**src/rtl/chained_scatter_hash_table_assert.svh**
```systemverilog
// Assertion macros for the chained scatter hash table.
// Included by modules that check their own control logic.
`ifndef CHAINED_SCATTER_HASH_TABLE_ASSERT_SVH
`define CHAINED_SCATTER_HASH_TABLE_ASSERT_SVH

// same-cycle implication
`define CSHT_ASSERT_IMP(lbl, ante, cons, msg) \
    lbl: assert property (@(posedge i_clk) disable iff (!i_rst_n) (ante) |-> (cons)) \
        else $error(msg);

// next-cycle implication
`define CSHT_ASSERT_NXT(lbl, ante, cons, msg) \
    lbl: assert property (@(posedge i_clk) disable iff (!i_rst_n) (ante) |=> (cons)) \
        else $error(msg);

`endif

```
**src/rtl/csht_pkg.sv**
```systemverilog
// Shared types, codes and the hash pre-mix for the chained scatter hash table.
// No dependencies.
`default_nettype none
package csht_pkg;

    localparam int LOG_NODES_DEF = 8;
    localparam int HASH_BITS     = 32;
    // fold passes: four chunk sums bring any 32-bit mix to at most 2^LOG_NODES
    localparam int HASH_STEPS    = 4;
    localparam int HASH_CNT_W    = $clog2(HASH_STEPS);

    typedef enum logic [2:0] {
        ST_HIT      = 3'd0,
        ST_MISS     = 3'd1,
        ST_INSERTED = 3'd2,
        ST_UPDATED  = 3'd3,
        ST_REJECTED = 3'd4
    } t_status;

    typedef enum logic [4:0] {
        OP_NONE,
        OP_CLEAR,
        OP_LOAD,
        OP_HASH,
        OP_HOME,
        OP_NEXT,
        OP_RD_HOME,
        OP_SAVE_T,
        OP_OTHER,
        OP_WR_UPD,
        OP_WR_NEW_HOME,
        OP_WR_OTHER_LINK,
        OP_WR_FR_T,
        OP_WR_HOME_NEW,
        OP_WR_FR_NEW,
        OP_WR_HOME_T_FR,
        OP_RD_FREE,
        OP_FP_DEC,
        OP_SET_FULL,
        OP_RES
    } t_op;

    typedef enum logic [4:0] {
        S_CLEAR,
        S_IDLE,
        S_HASH,
        S_FHOME,
        S_FCHK,
        S_PHOME,
        S_PCHK,
        S_HASH2,
        S_OCMP,
        S_WR_HT,
        S_OWALK,
        S_WR_FT,
        S_WR_HN,
        S_FREE,
        S_FCHK2,
        S_RES_HIT,
        S_RES_MISS,
        S_RES_NEW,
        S_RES_UPD,
        S_RES_FULL
    } t_state;

    typedef struct packed {
        t_op     op;
        t_status code;
    } t_cmd;

    typedef struct packed {
        logic clear_done;
        logic hash_done;
        logic is_insert;
        logic used;
        logic key_match;
        logic link_null;
        logic link_is_home;
        logic other_is_home;
        logic fp_zero;
        logic full;
        logic out_busy;
    } t_stat;

    // k = key + 1, then twice the low half plus the high half, mod 2^32
    function automatic logic [HASH_BITS-1:0] hash_mix(input logic [63:0] key);
        logic [63:0] k;
        begin
            k = key + 64'd1;
            hash_mix = {k[30:0], 1'b0} + k[63:32];
        end
    endfunction

endpackage
`default_nettype wire

```
**src/rtl/csht_ctrl.sv**
```systemverilog
// Controller state machine: sequences clear, hash, chain walks, placement and
// free scan. Depends on csht_pkg; drives csht_datapath through t_cmd.
`default_nettype none
module csht_ctrl (
    input  wire logic            i_clk,
    input  wire logic            i_rst_n,
    input  wire logic            i_valid,
    output logic                 o_ready,
    input  wire csht_pkg::t_stat i_stat,
    output csht_pkg::t_cmd       o_cmd
);
    csht_pkg::t_state r_state, n_state;

    always_ff @(posedge i_clk) begin
        if (!i_rst_n) begin
            r_state <= csht_pkg::S_CLEAR;
        end else begin
            r_state <= n_state;
        end
    end

    always_comb begin
        n_state    = r_state;
        o_ready    = 1'b0;
        o_cmd.op   = csht_pkg::OP_NONE;
        o_cmd.code = csht_pkg::ST_HIT;
        case (r_state)
            csht_pkg::S_CLEAR: begin
                o_cmd.op = csht_pkg::OP_CLEAR;
                if (i_stat.clear_done) begin
                    n_state = csht_pkg::S_IDLE;
                end
            end
            csht_pkg::S_IDLE: begin
                o_ready = 1'b1;
                if (i_valid) begin
                    o_cmd.op = csht_pkg::OP_LOAD;
                    n_state  = csht_pkg::S_HASH;
                end
            end
            csht_pkg::S_HASH: begin
                o_cmd.op = csht_pkg::OP_HASH;
                if (i_stat.hash_done) begin
                    n_state = csht_pkg::S_FHOME;
                end
            end
            csht_pkg::S_FHOME: begin
                o_cmd.op = csht_pkg::OP_HOME;
                n_state  = csht_pkg::S_FCHK;
            end
            csht_pkg::S_FCHK: begin
                if (i_stat.used && i_stat.key_match) begin
                    if (i_stat.is_insert) begin
                        o_cmd.op = csht_pkg::OP_WR_UPD;
                        n_state  = csht_pkg::S_RES_UPD;
                    end else begin
                        n_state = csht_pkg::S_RES_HIT;
                    end
                end else if (!i_stat.link_null) begin
                    o_cmd.op = csht_pkg::OP_NEXT;
                end else if (!i_stat.is_insert) begin
                    n_state = csht_pkg::S_RES_MISS;
                end else if (i_stat.full) begin
                    n_state = csht_pkg::S_RES_FULL;
                end else begin
                    n_state = csht_pkg::S_PHOME;
                end
            end
            csht_pkg::S_PHOME: begin
                o_cmd.op = csht_pkg::OP_RD_HOME;
                n_state  = csht_pkg::S_PCHK;
            end
            csht_pkg::S_PCHK: begin
                if (!i_stat.used) begin
                    o_cmd.op = csht_pkg::OP_WR_NEW_HOME;
                    n_state  = csht_pkg::S_FREE;
                end else begin
                    o_cmd.op = csht_pkg::OP_SAVE_T;
                    n_state  = csht_pkg::S_HASH2;
                end
            end
            csht_pkg::S_HASH2: begin
                o_cmd.op = csht_pkg::OP_HASH;
                if (i_stat.hash_done) begin
                    n_state = csht_pkg::S_OCMP;
                end
            end
            csht_pkg::S_OCMP: begin
                // resident sits in its own home: chain the new key from the free node
                if (i_stat.other_is_home) begin
                    o_cmd.op = csht_pkg::OP_WR_FR_NEW;
                    n_state  = csht_pkg::S_WR_HT;
                end else begin
                    o_cmd.op = csht_pkg::OP_OTHER;
                    n_state  = csht_pkg::S_OWALK;
                end
            end
            csht_pkg::S_WR_HT: begin
                o_cmd.op = csht_pkg::OP_WR_HOME_T_FR;
                n_state  = csht_pkg::S_FREE;
            end
            csht_pkg::S_OWALK: begin
                // find the predecessor of the displaced node and relink it
                if (i_stat.link_is_home) begin
                    o_cmd.op = csht_pkg::OP_WR_OTHER_LINK;
                    n_state  = csht_pkg::S_WR_FT;
                end else if (i_stat.link_null) begin
                    n_state = csht_pkg::S_WR_FT;
                end else begin
                    o_cmd.op = csht_pkg::OP_NEXT;
                end
            end
            csht_pkg::S_WR_FT: begin
                o_cmd.op = csht_pkg::OP_WR_FR_T;
                n_state  = csht_pkg::S_WR_HN;
            end
            csht_pkg::S_WR_HN: begin
                o_cmd.op = csht_pkg::OP_WR_HOME_NEW;
                n_state  = csht_pkg::S_FREE;
            end
            csht_pkg::S_FREE: begin
                o_cmd.op = csht_pkg::OP_RD_FREE;
                n_state  = csht_pkg::S_FCHK2;
            end
            csht_pkg::S_FCHK2: begin
                if (!i_stat.used) begin
                    n_state = csht_pkg::S_RES_NEW;
                end else if (i_stat.fp_zero) begin
                    o_cmd.op = csht_pkg::OP_SET_FULL;
                    n_state  = csht_pkg::S_RES_NEW;
                end else begin
                    o_cmd.op = csht_pkg::OP_FP_DEC;
                end
            end
            csht_pkg::S_RES_HIT, csht_pkg::S_RES_MISS, csht_pkg::S_RES_NEW,
            csht_pkg::S_RES_UPD, csht_pkg::S_RES_FULL: begin
                case (r_state)
                    csht_pkg::S_RES_HIT:  o_cmd.code = csht_pkg::ST_HIT;
                    csht_pkg::S_RES_MISS: o_cmd.code = csht_pkg::ST_MISS;
                    csht_pkg::S_RES_NEW:  o_cmd.code = csht_pkg::ST_INSERTED;
                    csht_pkg::S_RES_UPD:  o_cmd.code = csht_pkg::ST_UPDATED;
                    default:              o_cmd.code = csht_pkg::ST_REJECTED;
                endcase
                // hold until the output register frees up
                if (!i_stat.out_busy) begin
                    o_cmd.op = csht_pkg::OP_RES;
                    n_state  = csht_pkg::S_IDLE;
                end
            end
            default: begin
                n_state = csht_pkg::S_IDLE;
            end
        endcase
    end
endmodule
`default_nettype wire

```
**config.mk**
```make
export PLATFORM = sky130hd
export DESIGN_NAME = csht_ctrl
export DESIGN_NICKNAME = d
export VERILOG_FILES = /design/src/rtl/chained_scatter_hash_table_assert.svh /design/src/rtl/csht_pkg.sv /design/src/rtl/csht_ctrl.sv
export SDC_FILE = /design/constraint.sdc
export NUM_CORES = 1
export LEC_CHECK = 0
export ABC_CLOCK_PERIOD_IN_PS = 5550
export BUFFER_PORTS_ARGS = -buffer_cell sky130_fd_sc_hd__buf_2
export CAP_MARGIN = 40
export CORE_MARGIN = 3
export CORE_UTILIZATION = 35
export DETAILED_ROUTE_END_ITERATION = 10
export MAX_ROUTING_LAYER = met4
export PLACE_DENSITY = 0.53
export SLEW_MARGIN = 20
export SYNTH_ARGS = -nofsm -noshare
export SYNTH_HDL_FRONTEND = slang
export SYNTH_SLANG_ARGS = --single-unit
```
**constraint.sdc**
```tcl
create_clock -name i_clk -period 5.55 [get_ports i_clk]
set_input_delay 1.11 -clock i_clk [delete_from_list [all_inputs] [get_ports i_clk]]
set_output_delay 1.11 -clock i_clk [all_outputs]
set_load 0.02 [all_outputs]
```
==> out/metrics.yaml <==
h-tree-depth: 1
end_kind: "output pin"
drc: 0
numCtsBuffers: 3
grt_max_degree: 25
status: "finished clean"
dp_hpwl_mm: 2.01
setup_viol: 0
std_cell_rows: 17
start_kind: "flip-flop"
initial_core_util_pct: 37.6
synth_seq_cells: 5
cts.hold.buffers_added: 0
clock_skew_ns: 0.00222
min_path_cells: 3
hold_path_class: "flip-flop to flip-flop"
final_cell_count_no_fill: 177
seq_area_frac_synth_pct: 11.7
wirelength_mm: 2.67
drive_gt1_share_pct: 18.1
vdd_drop_max_mv: 0.288
cts_tree: "built"
top_register: "r_state"
hold_violations: 0
arrival_ns: 2.51
synth.area.top_cells: "dfxtp_1 (12%), a21oi_1 (9.4%), nor2_1 (6.1%)"
timing.rr.end: "r_state[3]"
hold_end: "r_state[1]"
first_global_vias: 1015
cts_root_buffer: "clkbuf_4"
drtPass1Iterations: 4
synth_edf_count: 0
io_pins: 23
worst_slack_ns: 1.93
syn-num-nets: 149
fin_nets: 166
die_w_um: 55.5
min_period_ns: 3.62
slew_headroom_pct: 48.4
required_ns: 4.44
dp_cells: 173
via_count: 1075
max_cap_violations: 0
rr_worst_depth: 5
max_freq_mhz: 276
synth_common_cells: "a21oi_1 (16), nor2_1 (14), o21ai_0 (9)"
drt_iter0_markers: 63
core_area_um2: 2280
final_antenna_net_count: 0
crit_type: "flip-flop to output pin"
clock_sinks: 5
cts_buffer_depth: 2
final_max_slew_viol_count: 0
finalCritPeriodShare_pct: 65.2
routed_via_density: 6.07
top_regs: "r_state: 5 flops"
ys_types: 44
cts_resized: 0
syn_area_um2: 856
antenna_found_initial: 0
p_leak_nw: 0.410
area_growth_pct: 14.3
r2r_start: "r_state[2]"
rsz0062_at_grt: "no"
grt_pass1_wl_mm: 4.74
fillers: 268
clk_pin_slew_ns: 0.04
port_buffers: 22
clk_latency_ns: 0.23
diodes: 0
detailedPlace.worstSlack_ns: 2.18
drt-wirelength-per-cell_um: 15.1
cts_setup_buffers: 0
fp.dieArea_um2: 3070
synth_flop_cell: "dfxtp_1"
largest_register_ff_count: 5
tns_ns: 0
avgSynthCellArea_um2: 6.43
crit_fanout: 23
power_density_nw_per_um2: 504
synth.most_common_cell: "a21oi_1"
worst_pin_slew_ns: 0.773
synth_cells: 133
gp_congestion: 0.916
track_usage_pct: 18.7
synth-async-reset-ratio_pct: 0
whs_ns: 0.809
grt-ovfl-total: 0
ys_warn_count: 0
post-synth-top-area-cell: "dfxtp_1"
reg2reg_setup_slack_ns: 3.04
synth_top_area_share_pct: 11.7
die_y_um: 55.5
hold_start: "r_state[4]"
## worst max path at each step
stage | end | cells past startpoint | from
2_1_floorplan | o_cmd[5] | 3 | i_stat[4]
3_3_place_gp | o_cmd[5] | 5 | i_stat[4]
3_5_place_dp | o_cmd[5] | 5 | i_stat[4]
4_1_cts | o_cmd[3] | 6 | r_state[2]
5_1_grt | o_cmd[3] | 6 | r_state[2]
6_report | o_cmd[3] | 6 | r_state[2]
## cell type report
| class | instances | area [um^2] | share of cell area (%) |
|---|---|---|---|
| multi-input cells | 110 | 677 | 69.2 |
| repair buffers | 22 | 110 | 11.3 |
| flip-flops and latches | 5 | 100 | 10.2 |
| well taps | 28 | 35.0 | 3.58 |
| inverters | 8 | 30.0 | 3.07 |
| clock buffers | 4 | 26.3 | 2.69 |
## routing by layer
layer / track usage, % / vias to the layer above / share of wire [%]
met2: 25.0 / 57 / 42
met5: - / - / 0
met4: 5.21 / 0 / 1.6
li1: - / 533 / -
met1: 27.3 / 481 / 48
met3: 4.44 / 4 / 8.2
## critical path, cell delays in order, from the launching register on
cell	delay (ns)
dfxtp_1	0.80
or3b_2	0.52
nor3_1	0.37
a21oi_1	0.13
o22a_1	0.21
nand4_1	0.08
buf_2	0.17
## per-stage QoR
step	cell area (um^2)	util, %	power [mW]
2_1_floorplan	856	-	0.366
3_3_place_gp	952	41.8	0.451
3_5_place_dp	952	41.8	0.446
4_1_cts	978	43.0	0.490
5_1_grt	978	43.0	0.544
6_report	978	43.0	0.493
## cell families after synthesis
family | synth area share [%]
xor gates and xnor gates | 1.02
DFF | 11.7
adders and majority gates | 2.92
muxes | 3.51
and+or+nand+nor | 35.7
AOI/OAI and AO/OA | 36.0
buffers and inverters | 9.21
## layout by cell type, fill, tap and decap left out, drive strengths merged, types with 2 or more instances in the layout
master,count
nand2b,2
a22oi,2
a31oi,3
a21oi,16
inv,8
dfxtp,5
nor2b,4
ha,2
and2,3
nor2,14
nor4,2
o21ai,9
a221oi,2
nand3,4
a21o,2
o22ai,3
or4,4
and3,2
clkbuf,4
or3b,2
nand2,8
nor3,5
buf,22
mux2i,3
a221o,3
## power breakdown
group	total [mW]	internal, mW	switching, mW
registers	0.113	0.0490	0.0640
clock network	0.0402	0.0271	0.0132
logic	0.340	0.145	0.194
total	0.493	0.221	0.272
(Power assumes the default switching activity.)
